[src/hw/rtl/normalized_cross_product_assert.svh]
// Assertion macros shared by the pipeline modules.
// All checks sample on clock and are disabled while reset is high.
`ifndef NORMALIZED_CROSS_PRODUCT_ASSERT_SVH
`define NORMALIZED_CROSS_PRODUCT_ASSERT_SVH

// Same-cycle implication.
`define NCP_ASSERT_NOW(label, ante, cons, msg) \
   label: assert property (@(posedge clock) disable iff (reset) (ante) |-> (cons)) \
      else $error(msg);

// Next-cycle implication.
`define NCP_ASSERT_NEXT(label, ante, cons, msg) \
   label: assert property (@(posedge clock) disable iff (reset) (ante) |=> (cons)) \
      else $error(msg);

`endif

[src/hw/rtl/ncp_pkg.sv]
`timescale 1ns / 1ps

package ncp_pkg;

   localparam int unsigned WordWidth  = 32;
   localparam int unsigned SizeWidth  = 6;
   localparam int unsigned LeftWidth  = 4;
   localparam int unsigned RightWidth = 5;
   localparam int unsigned CountWidth = 6;
   localparam int unsigned NormTarget = 30;
   localparam int unsigned LzCap      = 31;

   typedef logic signed [WordWidth-1:0] word_type;
   typedef logic [SizeWidth-1:0]        size_type;
   typedef logic [LeftWidth-1:0]        left_type;
   typedef logic [RightWidth-1:0]       right_type;
   typedef logic [CountWidth-1:0]       count_type;

   typedef struct packed {
      word_type first_x;
      word_type first_y;
      word_type first_z;
      word_type second_x;
      word_type second_y;
      word_type second_z;
      word_type origin_x;
      word_type origin_y;
      word_type origin_z;
      logic     use_origin;
   } ncp_req_type;

   typedef struct packed {
      word_type cross_x;
      word_type cross_y;
      word_type cross_z;
   } ncp_rsp_type;

   typedef struct packed {
      word_type x;
      word_type y;
      word_type z;
   } vec_type;

   typedef struct packed {
      vec_type a;
      vec_type b;
   } pair_type;

   typedef struct packed {
      pair_type pair;
      size_type size_a;
      size_type size_b;
   } sized_type;

   function automatic logic [WordWidth-1:0] magnitude(word_type v);
      logic [WordWidth-1:0] u;
      u = v;
      return u[WordWidth-1] ? (~u + {{(WordWidth-1){1'b0}}, 1'b1}) : u;
   endfunction

   // 32 minus the leading-zero count of the widest magnitude, count capped
   function automatic size_type vec_size(vec_type v);
      logic [WordWidth-1:0] m;
      size_type             lz;
      m  = magnitude(v.x) | magnitude(v.y) | magnitude(v.z);
      lz = SizeWidth'(LzCap);
      for (int i = 0; i < WordWidth; i++) begin
         if (m[i]) begin
            lz = SizeWidth'(WordWidth - 1 - i);
         end
      end
      return SizeWidth'(WordWidth) - lz;
   endfunction

   function automatic vec_type shift_vec(vec_type v, left_type l, right_type r);
      vec_type o;
      if (l != '0) begin
         o.x = v.x <<< l;
         o.y = v.y <<< l;
         o.z = v.z <<< l;
      end else begin
         o.x = v.x >>> r;
         o.y = v.y >>> r;
         o.z = v.z >>> r;
      end
      return o;
   endfunction

endpackage

[src/hw/rtl/ncp_scale.sv]
`timescale 1ns / 1ps
`include "normalized_cross_product_assert.svh"

module ncp_scale (
   input  logic               clock,
   input  logic               reset,
   input  logic               in_valid,
   output logic               hold_out,
   input  ncp_pkg::sized_type in_data,
   output logic               out_valid,
   input  logic               hold_in,
   output ncp_pkg::pair_type  out_data
);

   localparam int unsigned MaxShift = ncp_pkg::WordWidth - 1;

   logic               v3_ff, v3_in, v4_ff, v4_in, v5_ff, v5_in;
   logic               en3, en4, en5;
   ncp_pkg::pair_type  p3_ff, p4_ff, p5_ff, p5_in;
   logic [6:0]         sum;
   logic [5:0]         n_raw;
   ncp_pkg::left_type  l3_ff, l3_in, l4_ff;
   ncp_pkg::count_type n3_ff, n3_in;
   logic [4:0]         gap3_ff, gap3_in;
   logic               abig3_ff, abig3_in, bbig3_ff, bbig3_in;
   ncp_pkg::count_type take, rest, ka_raw, kb_raw;
   ncp_pkg::right_type ka4_ff, ka4_in, kb4_ff, kb4_in;

   assign en5      = !v5_ff || !hold_in;
   assign en4      = !v4_ff || en5;
   assign en3      = !v3_ff || en4;
   assign hold_out = !en3;
   assign v3_in    = en3 ? in_valid : v3_ff;
   assign v4_in    = en4 ? v3_ff : v4_ff;
   assign v5_in    = en5 ? v4_ff : v5_ff;

   // stage 3: size sum, left amount, right-shift total, size gap
   always_comb begin
      sum   = {1'b0, in_data.size_a} + {1'b0, in_data.size_b};
      n_raw = 6'(sum - 7'(ncp_pkg::NormTarget - 1));
      l3_in = (sum < 7'(ncp_pkg::NormTarget))
            ? ncp_pkg::LeftWidth'((7'(ncp_pkg::NormTarget + 1) - sum) >> 1) : '0;
      n3_in = (sum > 7'(ncp_pkg::NormTarget)) ? {n_raw[5:1], 1'b0} : '0;
      abig3_in = in_data.size_a > in_data.size_b;
      bbig3_in = in_data.size_b > in_data.size_a;
      gap3_in  = abig3_in ? 5'(in_data.size_a - in_data.size_b)
                          : 5'(in_data.size_b - in_data.size_a);
   end

   // stage 4: closed-form split of right shifts, larger vector first
   always_comb begin
      take   = ({1'b0, gap3_ff} < n3_ff) ? {1'b0, gap3_ff} : n3_ff;
      rest   = n3_ff - take;
      ka_raw = (abig3_ff ? take : '0) + 6'(({1'b0, rest} + 7'd1) >> 1);
      kb_raw = (bbig3_ff ? take : '0) + (rest >> 1);
      ka4_in = (ka_raw > 6'(MaxShift)) ? 5'(MaxShift) : ka_raw[4:0];
      kb4_in = (kb_raw > 6'(MaxShift)) ? 5'(MaxShift) : kb_raw[4:0];
   end

   // stage 5: barrel shift
   assign p5_in.a = ncp_pkg::shift_vec(p4_ff.a, l4_ff, ka4_ff);
   assign p5_in.b = ncp_pkg::shift_vec(p4_ff.b, l4_ff, kb4_ff);

   always_ff @(posedge clock) begin
      if (reset) begin
         v3_ff <= 1'b0;
         v4_ff <= 1'b0;
         v5_ff <= 1'b0;
      end else begin
         v3_ff <= v3_in;
         v4_ff <= v4_in;
         v5_ff <= v5_in;
      end
   end

   always_ff @(posedge clock) begin
      if (en3) begin
         p3_ff    <= in_data.pair;
         l3_ff    <= l3_in;
         n3_ff    <= n3_in;
         gap3_ff  <= gap3_in;
         abig3_ff <= abig3_in;
         bbig3_ff <= bbig3_in;
      end
      if (en4) begin
         p4_ff  <= p3_ff;
         l4_ff  <= l3_ff;
         ka4_ff <= ka4_in;
         kb4_ff <= kb4_in;
      end
      if (en5) begin
         p5_ff <= p5_in;
      end
   end

   assign out_valid = v5_ff;
   assign out_data  = p5_ff;

   `NCP_ASSERT_NOW(a_left_right_excl, v4_ff && (l4_ff != '0), (ka4_ff == '0) && (kb4_ff == '0), "left and right shift both set")
   `NCP_ASSERT_NEXT(a_stage4_fill, v3_ff && en4, v4_ff, "item lost between stages")

endmodule

[config.mk]
export PLATFORM = sky130hd
export DESIGN_NAME = ncp_scale
export DESIGN_NICKNAME = d
export VERILOG_FILES = /design/src/hw/rtl/ncp_pkg.sv /design/src/hw/rtl/ncp_scale.sv
export VERILOG_INCLUDE_DIRS = /design/src /design/src/hw/rtl
export SDC_FILE = /design/constraint.sdc
export NUM_CORES = 2
export LEC_CHECK = 0
export ABC_CLOCK_PERIOD_IN_PS = 12900
export BUFFER_PORTS_ARGS = -buffer_cell sky130_fd_sc_hd__buf_2
export CAP_MARGIN = 10
export CORE_MARGIN = 5
export CORE_UTILIZATION = 45
export CTS_BUF_LIST = sky130_fd_sc_hd__clkbuf_8
export CTS_CLUSTER_SIZE = 28
export DETAILED_ROUTE_END_ITERATION = 16
export HOLD_SLACK_MARGIN = 0.12
export SLEW_MARGIN = 20
export SYNTH_ARGS = -nofsm -noshare
export SYNTH_HDL_FRONTEND = slang
export SYNTH_SLANG_ARGS = --single-unit
[constraint.sdc]
create_clock -name clock -period 12.9 [get_ports clock]
set_input_delay 1.935 -clock clock [delete_from_list [all_inputs] [get_ports clock]]
set_output_delay 1.935 -clock clock [all_outputs]
set_load 0.005 [all_outputs]
==> metrics.cfg <==
[detailed_routing]
num_vias=31700
dr.pass1.iters=7
vias_per_cell=6.51
drt-wirelength-per-cell_um=30.7
first_iter_violations=5248
drt-total-wl_um=149000
drtAntennaViolNets=0
drcViolationCount=0

[sta]
tightest_slew_ps=1180
setup-tns-final_ps=0
slew_headroom_pct=21.5
finalHoldViolCount=0
min_period_ps=4930
rsz0062_at_grt=no
finalCritPeriodShare_pct=38.2
fmax_mhz=203
maxSlewViolCount=0
setup_viol=0
clock_skew_ps=35.5

[setup_path]
end_kind=flip-flop
start_kind=flip-flop
cp.required_ps=13350
r2r_slack_ps=7970
r2r_end=ka4_ff[4]
worstSetupPathType=flip-flop to flip-flop
critPathArrivalTime_ps=5380
rr_worst_depth=17
rr_startpoint=n3_ff[3]
cp_max_fo=11

[synthesis]
yosys.area.top_type=edfxtp_1
synth-edff-count=606
netlist_area_mm2=0.0391
yosysUniqueCellTypes=73
syn_inst=3347
synth_warnings=0
ys_seq_area_share_pct=46.6
yosysTopAreaCellShare_pct=46.5
synthTopCellsByArea=edfxtp_1 46%, mux4_2 13%, mux2i_1 11%, nand2_1 5.7%, a21oi_1 2.4%
async_flop_share_pct=0
post_synth.cell_area_avg_um2=11.7
ys.flop_type=edfxtp_1
ys_ff_latch=609
synth_nets=3596

[min_path]
holdPathEnd=p4_ff[85]
min_path_cells=0
min_from=p3_ff[85]
hold_path_class=flip-flop to flip-flop

[pwr]
leakage_nw=17.2
irDropWorstVdd_mv=0.146
p_per_area_mw_per_mm2=229

[cells_and_area]
utilization_pct=50.3
mostFrequentLayoutCells=606 x edfxtp_1, 590 x nand2_1, 420 x mux2i_1
fin_nets=3877
layout_commonest_cell=edfxtp_1
drive_above_1_share_pct=24.2
area_growth_pct=11.2

[global_route]
first_global_vias=29300
grt_max_degree=172
globalRouteTotalUtil_pct=31.0
grt_pass1_wl_um=213000
grt-ovfl-total=0
antenna_found_initial=13

[clock_tree]
path_clk_slew_ps=70
clkLatencyLatePin_ps=730
hold_buffers=0
post_cts_buffers=0
cts_buffers=94
htree_levels=3
cts_tree=done
cts.sinks=609
cts_repair_resize_count=0
root_buffer=clkbuf_8
clock_path_buffers=3

[outcome]
outcome=finished clean

[place]
io_buffers=401
gp_congestion=1.03
dpl.hpwl_um=112000

[die]
ioPinCount=402
num_rows=108
start_util_pct=45.3
design.core.area_mm2=0.0865
fp.dieH_um=305
die-area_mm2=0.0930
die_w_um=305

[flow_run]
cap_violations=0

## report_power, final
group,total (mW),switching (mW),internal [mW]
logic,5.51,3.47,2.04
clock network,1.51,0.754,0.754
registers,2.95,0.229,2.72
total,9.97,4.45,5.52
## routing by layer
layer	global-route usage, %	share of wire (%)	wire length (µm)
met4	8.01	2.8	4160
met5	0	0.041	61
met3	12.5	15	22500
met2	41.5	40	60000
met1	46.6	42	62600
## per-stage QoR
step                cell area [µm²]  hold WS [ps]  worst slack [ps]  cells  power (mW)
finish                        43500           399              7970   4864        9.97
global route                  43500           396              7600   4857        10.4
CTS                           43500           400              7980   4855        9.81
detailed placement            41800           405              7440   4686        8.28
global placement              41800           402              7520   4686        8.26
floorplan                     39100           400              4090   3347        6.39
## registers in the layout (all words and copies together) (netlist names), 4 cells and up
signal,count
p4_ff,192
gap3_ff,5
ka4_ff,5
n3_ff,5
p3_ff,192
l3_ff,4
kb4_ff,5
l4_ff,4
out_data,192
## worst max-delay path by stage
stage               startpoint         to  cells after the start
detailed placement     hold_in  p3_ff[31]                      6
finish                n3_ff[3]  ka4_ff[4]                     17
global route          n3_ff[3]  ka4_ff[4]                     17
floorplan              hold_in   hold_out                      3
CTS                   n3_ff[3]  ka4_ff[4]                     17
global placement       hold_in  p3_ff[31]                      6
## cell families (layout without fill, tap and decap cells)
| logic type | Yosys count | count (layout) | synth area share (%) |
|---|---|---|---|
| AND/OR/NAND/NOR | 949 | 949 | 9.98 |
| multiplexers | 721 | 721 | 26.2 |
| AO/OA/AOI/OAI | 690 | 690 | 11.4 |
| flip-flops | 609 | 609 | 46.6 |
| buffers and inverters | 320 | 674 | 3.90 |
| adder cells (fa/ha/maj) | 41 | 41 | 1.43 |
| XOR/XNOR | 17 | 17 | 0.380 |
| other | 0 | 8 | 0 |
## cell type report
cell class | instances | area (µm²)
clock buffer | 95 | 1310
timing repair buffer | 458 | 2480
fill | 7819 | 43000
tap | 1155 | 1450
sequential | 609 | 18300
inverter | 47 | 188
clock inverter | 74 | 432
antenna | 8 | 20.0
multi-input combinational | 2418 | 19400
## synth_stat cells, types with 12 or more instances
master,instances
a211oi_1,44
a21oi_1,188
a221o_1,13
a221oi_1,25
a22oi_1,16
a31oi_1,27
buf_1,36
buf_2,64
buf_4,32
buf_6,12
clkbuf_1,126
edfxtp_1,606
ha_1,35
inv_1,41
mux2_2,66
mux2i_1,420
mux4_2,226
nand2_1,594
nand2b_1,23
nand3_1,66
nor2_1,186
nor2b_1,19
nor3_1,14
o211ai_1,54
o21ai_0,139
o221ai_1,29
o22a_1,15
o22ai_1,36
## worst max-delay path, cell delays in order (launching register included)
cell	delay [ps]
edfxtp_1	350
inv_1	60
ha_1	310
nand2_1	60
o21ai_0	330
nand2_1	330
a21oi_1	350
ha_1	370
a2111oi_0	700
o21a_1	210
o22ai_1	100
or2_2	340
xnor2_1	140
ha_1	330
nor2_1	110
a21oi_1	50
a31oi_1	320
o21ai_0	180
Power figures use the tool's default switching activity.
