<file path="src/hw/rtl/normalized_cross_product_assert.svh">
// Assertion macros shared by the pipeline modules.
// All checks sample on clock and are disabled while reset is high.
`ifndef NORMALIZED_CROSS_PRODUCT_ASSERT_SVH
`define NORMALIZED_CROSS_PRODUCT_ASSERT_SVH

// Same-cycle implication.
`define NCP_ASSERT_NOW(label, ante, cons, msg) \
   label: assert property (@(posedge clock) disable iff (reset) (ante) |-> (cons)) \
      else $error(msg);

// Next-cycle implication.
`define NCP_ASSERT_NEXT(label, ante, cons, msg) \
   label: assert property (@(posedge clock) disable iff (reset) (ante) |=> (cons)) \
      else $error(msg);

`endif

</file>
<file path="src/hw/rtl/ncp_pkg.sv">
`timescale 1ns / 1ps

package ncp_pkg;

   localparam int unsigned WordWidth  = 32;
   localparam int unsigned SizeWidth  = 6;
   localparam int unsigned LeftWidth  = 4;
   localparam int unsigned RightWidth = 5;
   localparam int unsigned CountWidth = 6;
   localparam int unsigned NormTarget = 30;
   localparam int unsigned LzCap      = 31;

   typedef logic signed [WordWidth-1:0] word_type;
   typedef logic [SizeWidth-1:0]        size_type;
   typedef logic [LeftWidth-1:0]        left_type;
   typedef logic [RightWidth-1:0]       right_type;
   typedef logic [CountWidth-1:0]       count_type;

   typedef struct packed {
      word_type first_x;
      word_type first_y;
      word_type first_z;
      word_type second_x;
      word_type second_y;
      word_type second_z;
      word_type origin_x;
      word_type origin_y;
      word_type origin_z;
      logic     use_origin;
   } ncp_req_type;

   typedef struct packed {
      word_type cross_x;
      word_type cross_y;
      word_type cross_z;
   } ncp_rsp_type;

   typedef struct packed {
      word_type x;
      word_type y;
      word_type z;
   } vec_type;

   typedef struct packed {
      vec_type a;
      vec_type b;
   } pair_type;

   typedef struct packed {
      pair_type pair;
      size_type size_a;
      size_type size_b;
   } sized_type;

   function automatic logic [WordWidth-1:0] magnitude(word_type v);
      logic [WordWidth-1:0] u;
      u = v;
      return u[WordWidth-1] ? (~u + {{(WordWidth-1){1'b0}}, 1'b1}) : u;
   endfunction

   // 32 minus the leading-zero count of the widest magnitude, count capped
   function automatic size_type vec_size(vec_type v);
      logic [WordWidth-1:0] m;
      size_type             lz;
      m  = magnitude(v.x) | magnitude(v.y) | magnitude(v.z);
      lz = SizeWidth'(LzCap);
      for (int i = 0; i < WordWidth; i++) begin
         if (m[i]) begin
            lz = SizeWidth'(WordWidth - 1 - i);
         end
      end
      return SizeWidth'(WordWidth) - lz;
   endfunction

   function automatic vec_type shift_vec(vec_type v, left_type l, right_type r);
      vec_type o;
      if (l != '0) begin
         o.x = v.x <<< l;
         o.y = v.y <<< l;
         o.z = v.z <<< l;
      end else begin
         o.x = v.x >>> r;
         o.y = v.y >>> r;
         o.z = v.z >>> r;
      end
      return o;
   endfunction

endpackage

</file>
<file path="src/hw/rtl/ncp_prep.sv">
`timescale 1ns / 1ps
`include "normalized_cross_product_assert.svh"

module ncp_prep (
   input  logic                clock,
   input  logic                reset,
   input  logic                in_valid,
   output logic                hold_out,
   input  ncp_pkg::ncp_req_type in_data,
   output logic                out_valid,
   input  logic                hold_in,
   output ncp_pkg::sized_type  out_data
);

   logic              v1_ff, v1_in, v2_ff, v2_in;
   logic              en1, en2;
   ncp_pkg::pair_type p1_ff, p1_in;
   ncp_pkg::pair_type p2_ff;
   ncp_pkg::size_type sa2_ff, sa2_in, sb2_ff, sb2_in;
   ncp_pkg::word_type ox, oy, oz;

   assign en2      = !v2_ff || !hold_in;
   assign en1      = !v1_ff || en2;
   assign hold_out = !en1;
   assign v1_in    = en1 ? in_valid : v1_ff;
   assign v2_in    = en2 ? v1_ff : v2_ff;

   // stage 1: origin subtract
   always_comb begin
      ox = in_data.use_origin ? in_data.origin_x : '0;
      oy = in_data.use_origin ? in_data.origin_y : '0;
      oz = in_data.use_origin ? in_data.origin_z : '0;
      p1_in.a.x = in_data.first_x - ox;
      p1_in.a.y = in_data.first_y - oy;
      p1_in.a.z = in_data.first_z - oz;
      p1_in.b.x = in_data.second_x - ox;
      p1_in.b.y = in_data.second_y - oy;
      p1_in.b.z = in_data.second_z - oz;
   end

   // stage 2: vector bit sizes
   assign sa2_in = ncp_pkg::vec_size(p1_ff.a);
   assign sb2_in = ncp_pkg::vec_size(p1_ff.b);

   always_ff @(posedge clock) begin
      if (reset) begin
         v1_ff <= 1'b0;
         v2_ff <= 1'b0;
      end else begin
         v1_ff <= v1_in;
         v2_ff <= v2_in;
      end
   end

   always_ff @(posedge clock) begin
      if (en1) begin
         p1_ff <= p1_in;
      end
      if (en2) begin
         p2_ff  <= p1_ff;
         sa2_ff <= sa2_in;
         sb2_ff <= sb2_in;
      end
   end

   assign out_valid          = v2_ff;
   assign out_data.pair      = p2_ff;
   assign out_data.size_a    = sa2_ff;
   assign out_data.size_b    = sb2_ff;

   `NCP_ASSERT_NOW(a_size_range, v2_ff, (sa2_ff != '0) && (sb2_ff != '0) && (sa2_ff <= ncp_pkg::SizeWidth'(ncp_pkg::WordWidth)) && (sb2_ff <= ncp_pkg::SizeWidth'(ncp_pkg::WordWidth)), "vector size out of range")

endmodule

</file>
<file path="config.mk">
export PLATFORM = sky130hd
export DESIGN_NAME = ncp_prep
export DESIGN_NICKNAME = d
export VERILOG_FILES = /design/src/hw/rtl/ncp_pkg.sv /design/src/hw/rtl/ncp_prep.sv
export VERILOG_INCLUDE_DIRS = /design/src /design/src/hw/rtl
export SDC_FILE = /design/constraint.sdc
export NUM_CORES = 1
export LEC_CHECK = 0
export BUFFER_PORTS_ARGS = -buffer_cell sky130_fd_sc_hd__buf_2
export CAP_MARGIN = 20
export CORE_ASPECT_RATIO = 2
export CORE_UTILIZATION = 62
export DETAILED_ROUTE_END_ITERATION = 16
export PLACE_DENSITY_LB_ADDON = 0.12
export SYNTH_ARGS = -nofsm -noshare
export SYNTH_HDL_FRONTEND = slang
export SYNTH_SLANG_ARGS = --single-unit
</file>
<file path="constraint.sdc">
create_clock -name clock -period 17.95 [get_ports clock]
set_input_delay 1.795 -clock clock [delete_from_list [all_inputs] [get_ports clock]]
set_output_delay 1.795 -clock clock [all_outputs]
set_load 0.05 [all_outputs]
</file>
==> summary.md, run 1 <==
| Metric | Value |
|---|---|
| Die area | 0.0444 mm² |
| TritonRoute pass-1 iters | 6 |
| GRT Util Overall | a little under half |
| Clk Latency, worst-skew pair | approximately 0.56 ns |
| Fmax | 165 MHz |
| Critical path depth | 14 |
| Die Span Y | 297 µm |
| Avg Cell Area, Syn | 10.2 µm² |
| Post-synth cell types | between 70 and 80 |
| PwrDens | 121 mW/mm² |
| Worst-margin pin slew | between 1 and 1.5 ns |
| Die width | 149 µm |
| Sequential-to-total area share from yosys stat | 44.2% |
| Clock share of power | 21.4% |
| Pin count of the biggest net entering global routing | 89 |
| Wire per inst | 27.7 µm |
| Hold path startpoint | p1_ff[9] |
| NetSw | about 1.6 mW |
| Vias | 25000 |
| TNS Setup | 0 ns |
| Ys Warns | 0 |
| Leakage | 12.5 nW |
| Final global-route overflow total | 0 |
| CP arrival | 6.33 ns |
| WP buf/inv | 2 |
| Final hold vios | 0 |
| Switch share | 42.5% |
| Max stage delay cell, worst path | buf_4 |
| CP top delay family | simple AND/OR/NAND/NOR gates |
| Comb power frac | 38.0% |
| DRT iter0 DRCs | ~2500 |
| Post-Syn Area | 0.0270 mm² |
| Unrepaired setup endpoints after global routing | false |
| Antenna violations before repair | 24 |
| Startpoint types | input pin |
| WL final | 103000 µm |
| Post-route clock period utilization | 33.7% |
| Reg2Reg Depth | 15 |
| Gpl congestion | 1.11 |
| Cells after Synth | 2635 |
| CTS Sinks | slightly below 400 |
| Pins Over Slew Limit | 0 |
| Final Worst Setup Slack | ~12 ns |
| Hold depth | 0 |
| Outcome | finished, final reports clean |
| Post-cts sizing count | 0 |
| Worst-path cell chain | buf_4, buf_4, nand2_1, ha_1, nand2_1, nand2b_1, a211o_1, or4_1, or3_1, o211ai_1, o21ai_0, nand3_1, nand3_1, o311ai_0 |
| CP Class | input pin to flip-flop |
| Starting Density | approximately 63% |
| Final ANT Viol Nets | 0 |
| Cell Area, Placed | 0.0300 mm² |
| Dpl ws | 11.29 ns |
| Ports | 499 |
| H-tree lvl count | 2 |
| Post-DP HPWL | 80500 µm |
| Req. time, crit path | 18.23 ns |
| Max transition margin | 25.1% |
| Util after Layout | ~73% |
| Setup violators final | 0 |
| Core Area | between 0.04 and 0.05 mm² |
| Clock root buffer | clkbuf_16 |
| Worst-path clk slew | 0.07 ns |
| Crit-path max FO | 88 |
| Rows | 107 |
| Vias in the first global route | 25100 |
| Sequential Power Share | 40.6% |
| Synth Flop Type | edfxtp_1 |
| RR Startpoint | p1_ff[34] |
| Crit. End Element | flip-flop |
| Post-synth EDFFs | between 300 and 400 |
| Pint | between 2 and 2.5 mW |
| Syn Nets | approximately 3100 |
| Inserted Clock Buffers | 37 |
| First-pass GRT wire length | 149000 µm |
| Commonest non-fill, non-tap cells in the layout | buf_2 (497), edfxtp_1 (396), nand2_1 (204) |
| Maxcap violations | 0 |
| Post-CTS setup buffer count | 0 |
| Critical Path Source | in_data[0] |
| Crit-path max cell delay | 0.68 ns |
| Final min period | 6.06 ns |
| Most common cell after layout, fill and taps aside | buf_2 |
| Synth async-reset ratio | 0% |
| Final #Nets | 3615 |
| Drt drc | 0 |
| Final instance area | 0.0313 mm² |
| Vias per cell | roughly 6.8 |
| Max VDD drop | 0.0000911 V |
| Fraction of layout cells with a size suffix above 1 | 19.7% |
| Post-CTS Hold Buffers | 0 |
| Synth Register Bits | 398 |
| Layout area overhead | 15.9% |
| Clock Skew | approximately 0.035 ns |
| CTS tree | yes |
| Maximum clock path buffer count | 3 |
| IO Port Bufs | around 500 |
| HP Class | flip-flop to flip-flop |
-- registers in the layout (all words and copies together) (netlist names) --
register / count
out_valid: 1
sb2_ff: 6
p1_ff: 192
sa2_ff: 6
v1_ff: 1
out_data: 192
-- power by group through the flow --
stage / combinational (mW) / clock (mW) / sequential (mW)
floorplan: 0.642 / 0 / 1.81
global placement: 1.36 / 0 / 1.52
detailed placement: 1.39 / 0 / 1.53
CTS: 1.40 / 0.805 / 1.52
global route: 1.51 / 0.834 / 1.54
finish: 1.44 / 0.807 / 1.53
-- worst register-to-register path: stages (launching register included) --
cell,delay [ns]
edfxtp_1,0.52
nor4_2,0.72
nand4_1,0.57
o21ai_0,0.37
xnor2_1,0.14
or4_1,0.54
or2_1,0.26
a2111o_1,0.38
o211a_1,0.24
nor3_1,0.35
inv_1,0.12
ha_1,0.24
inv_1,0.07
o21ai_0,0.08
nor3_1,0.17
a21oi_1,0.06
-- logic make-up after synthesis --
kind of cell               share of synthesized area, %
muxes                                             0.687
DFF                                                44.2
xor gates and xnor gates                           9.90
buffers and inverters                              2.33
adders and majority gates                          9.45
AOI/OAI and AO/OA                                  16.7
and+or+nand+nor                                    16.7
-- through the flow --
step                total power [mW]  hold WS [ns]  cells
floorplan                       2.45         0.424   2635
finish                          3.78         0.502   3709
global route                    3.89         0.500   3701
CTS                             3.72         0.489   3694
detailed placement              2.92         0.473   3627
global placement                2.88         0.482   3627
-- cell type report --
cell class,count,area (µm²)
tap,545,682
sequential,398,11900
inverter,102,383
clock buffer,49,1010
clock inverter,18,188
antenna,14,35.0
timing repair buffer,511,2590
multi-input combinational,2072,14400
fill,3056,11500
-- worst paths after layout --
kind / to / slack, ns
hold reg to reg: out_data[21] / 0.50
setup / recovery: p1_ff[30] / 11.89
setup reg to reg: sb2_ff[4] / 12.85
hold / removal: out_data[21] / 0.50
-- routing by layer --
metal | global-route usage (%) | part of all wire (%) | vias up
li1 | - | - | 11000
met1 | 42.7 | 29 | 11400
met2 | 75.1 | 46 | 1854
met3 | 16.0 | 12 | 704
met4 | 47.4 | 13 | 26
met5 | 1.02 | 0.21 | -
-- synth_stat cells (7+ instances only) --
library cell | instances | area share [%]
xnor2_1 | 163 | 5.3
nor2b_1 | 38 | 0.88
nand4_1 | 38 | 0.88
edfxtp_1 | 396 | 44
nor4_1 | 36 | 0.84
nand3_1 | 82 | 1.5
nand2b_1 | 31 | 0.72
mux2i_1 | 14 | 0.52
o41ai_1 | 56 | 1.8
o211ai_1 | 13 | 0.36
or3_1 | 44 | 1.0
nor3b_1 | 7 | 0.19
and3_1 | 21 | 0.49
a211o_1 | 17 | 0.55
nand3b_1 | 9 | 0.25
a31oi_1 | 23 | 0.53
xor2_1 | 142 | 4.6
o21a_1 | 39 | 1.1
clkbuf_1 | 58 | 0.81
nand2_1 | 205 | 2.9
ha_1 | 194 | 9.0
nor2_1 | 187 | 2.6
a21boi_0 | 20 | 0.56
o31ai_1 | 67 | 1.9
and2_1 | 9 | 0.21
a2111oi_0 | 16 | 0.52
o311ai_0 | 10 | 0.32
inv_1 | 100 | 1.4
a211oi_1 | 15 | 0.42
nor3_1 | 74 | 1.4
o21ai_0 | 119 | 2.2
a21oi_1 | 161 | 3.0
or2_2 | 30 | 0.70
o21bai_1 | 7 | 0.19
a21o_1 | 51 | 1.4
or4_1 | 32 | 0.89
nand4b_1 | 9 | 0.29
(Power assumes the default switching activity.)
==> run 2, diff against run 1 <==
--- a/config.mk
+++ b/config.mk
@@ -9,7 +9,7 @@
 export BUFFER_PORTS_ARGS = -buffer_cell sky130_fd_sc_hd__buf_2
 export CAP_MARGIN = 20
 export CORE_ASPECT_RATIO = 2
-export CORE_UTILIZATION = 62
+export CORE_UTILIZATION = 52
 export DETAILED_ROUTE_END_ITERATION = 16
 export PLACE_DENSITY_LB_ADDON = 0.12
 export SYNTH_ARGS = -nofsm -noshare
==> constraint.sdc (replaced) <==
create_clock -name clock -period 5.5 [get_ports clock]
set_input_delay 0.55 -clock clock [delete_from_list [all_inputs] [get_ports clock]]
set_output_delay 0.55 -clock clock [all_outputs]
set_load 0.05 [all_outputs]
==> run 2 against run 1 <==
Cell count up 3.0%. Power grew to 3.2 times the previous value. Clock-buffer cell count shrank 4. Critical endpoint is now sb2_ff[4]. Largest cell class unchanged.
==> summary.md, run 2 (synthesis gave the netlist of run 1 again) <==
| Metric | Value |
|---|---|
| Post-cts sizing count | 0 (unchanged) |
| Core Area | 0.0511 mm² (+20%) |
| Crit-path max FO | 12 (-86%) |
| Vias in the first global route | 24100 (-4.1%) |
| Hold depth | 2 (+2) |
| Wire per inst | 27.5 µm (-0.70%) |
| Max VDD drop | 0.000281 V (+210%) |
| Most common cell after layout, fill and taps aside | buf_2 |
| Finished Layout Cells | 3819 (+3.0%) |
| CP Class | flip-flop to flip-flop |
| Final ANT Viol Nets | 0 (unchanged) |
| TritonRoute pass-1 iters | 6 (unchanged) |
| Inserted Clock Buffers | 36 (-2.7%) |
| Die Span Y | 324 µm (+9.1%) |
| Clk Latency, worst-skew pair | 0.57 ns (about the same) |
| Leakage | 12.6 nW (+0.15%) |
| Post-CTS setup buffer count | 0 (unchanged) |
| Starting Density | 52.8% (-10 points) |
| RR Startpoint | p1_ff[72] |
| Maxcap violations | 0 (unchanged) |
| Die area | 0.0528 mm² (+19%) |
| GRT Util Overall | 39.4% (-6.7 points) |
| CTS tree | yes |
| Final instance area | 0.0314 mm² (+0.53%) |
| Crit. End Element | flip-flop |
| Pin count of the biggest net entering global routing | 143 (+61%) |
| Fraction of layout cells with a size suffix above 1 | 19.8% (+0.13 points) |
| Critical Path Source | p1_ff[72] |
| Util after Layout | 61.5% (-12 points) |
| CP arrival | 5.23 ns (-1.10 ns) |
| CTS Sinks | 398 (unchanged) |
| First-pass GRT wire length | 149000 µm (+0.38%) |
| Die width | 163 µm (+9.1%) |
| Max transition margin | 31.8% (+6.7 points) |
| Vias per cell | 6.32 (-6.4%) |
| Outcome | finished, final reports clean |
| Commonest non-fill, non-tap cells in the layout | buf_2 (497), edfxtp_1 (396), nand2_1 (204) |
| Clock root buffer | clkbuf_16 |
| H-tree lvl count | 2 (unchanged) |
| Area occupied by multi-input gates | 0.0144 mm² (about the same) |
| Unrepaired setup endpoints after global routing | false |
| Filler cells | 4276 (+40%) |
| Final hold vios | 0 (unchanged) |
| Reg2Reg Capture Point | sb2_ff[4] |
| Worst Setup EP | sb2_ff[4] |
| Setup violators final | 0 (unchanged) |
| Ports | 499 (unchanged) |
| Post-CTS Hold Buffers | 0 (unchanged) |
| Pins Over Slew Limit | 0 (unchanged) |
| Vias | 24100 (-3.6%) |
| Startpoint types | flip-flop |
| DRT iter0 DRCs | 2145 (-15%) |
| Post-DP HPWL | 86100 µm (+6.9%) |
| Clock Skew | 0.0277 ns (-0.00771 ns) |
| Rows | 117 (+9.3%) |
| HP Class | input pin to flip-flop |
| Layout area overhead | 16.5% |
| WL final | 105000 µm (+2.2%) |
| Worst-path clk slew | 0.07 ns (about the same) |
| Post-route clock period utilization | 89.5% |
| Worst-margin pin slew | 1.01 ns (-0.103 ns) |
| Cell Area, Placed | 0.0303 mm² (+0.84%) |
| PwrDens | 388 mW/mm² (+220%) |
| Final min period | 4.92 ns |
| Storage cell area | 0.0119 mm² (unchanged) |
| TNS Setup | 0 ns (unchanged) |
| Fmax | roughly 200 MHz |
| Reg2Reg Depth | 15 (unchanged) |
| Power after layout | 12.2 mW (+220%) |
| Antenna violations before repair | 21 (-13%) |
| Drt drc | 0 (unchanged) |
| Final global-route overflow total | 0 (unchanged) |
| Final #Nets | 3624 (+0.25%) |
| Gpl congestion | 1.10 (-1.3%) |
| Maximum clock path buffer count | 3 (unchanged) |
| IO Port Bufs | 498 (unchanged) |
| Setup slack, reg-to-reg | 0.58 ns (-12.27 ns) |
| Req. time, crit path | 5.80 ns (-12.43 ns) |
| Dpl cells | 3747 (+3.3%) |
## run 2: worst min-delay path by stage
stage | start | end | slack, ns
after floorplan | p1_ff[95] | out_data[107] | 0.42
after CTS | reset | v1_ff | 0.15
final | reset | v1_ff | 0.17
after global placement | p1_ff[71] | out_data[83] | 0.48
after global routing | reset | v1_ff | 0.17
after detailed placement | p1_ff[64] | out_data[76] | 0.49
## run 2: final cells by class
type	instances	share of cell area [%]
Antenna cell	11	0.0876
Clock buffer	45	3.04
Clock inverter	16	0.542
Inverter	102	1.22
Multi-Input combinational cell	2072	46.0
Sequential cell	398	38.0
Tap cell	654	2.60
Timing Repair Buffer	521	8.57
## run 2: critical path, stage by stage, from the launching register on
cell	delay, ns
edfxtp_1	0.48
nor4_1	0.53
nand3_1	0.44
nor4_1	0.43
mux2_2	0.41
or4_1	0.42
or2_1	0.26
a2111o_1	0.38
o211a_1	0.23
nor3_1	0.26
inv_1	0.08
ha_1	0.24
inv_1	0.08
o21ai_0	0.12
nor3_1	0.22
a21oi_1	0.08
## run 2: power by group
| group | internal (mW) | total, mW | switching (mW) |
|---|---|---|---|
| Combinational | 1.44 | 4.71 | 3.27 |
| Sequential | 4.21 | 4.94 | 0.729 |
| Clock | 1.38 | 2.55 | 1.17 |
## run 2: metrics by stage
step                hold slack, ns  setup slack [ns]
floorplan                    0.424            0.0315
global placement             0.482             0.711
detailed placement           0.493             0.648
CTS                          0.155             0.655
global route                 0.167             0.390
finish                       0.168             0.577
## run 2: metal layers
layer	GRT usage (%)	wire (µm)	vias to the layer above
met4	34.2	10400	28
met5	0	208	-
met3	8.94	8640	353
met2	69.2	51700	1329
met1	38.6	34000	11400
li1	-	-	11000
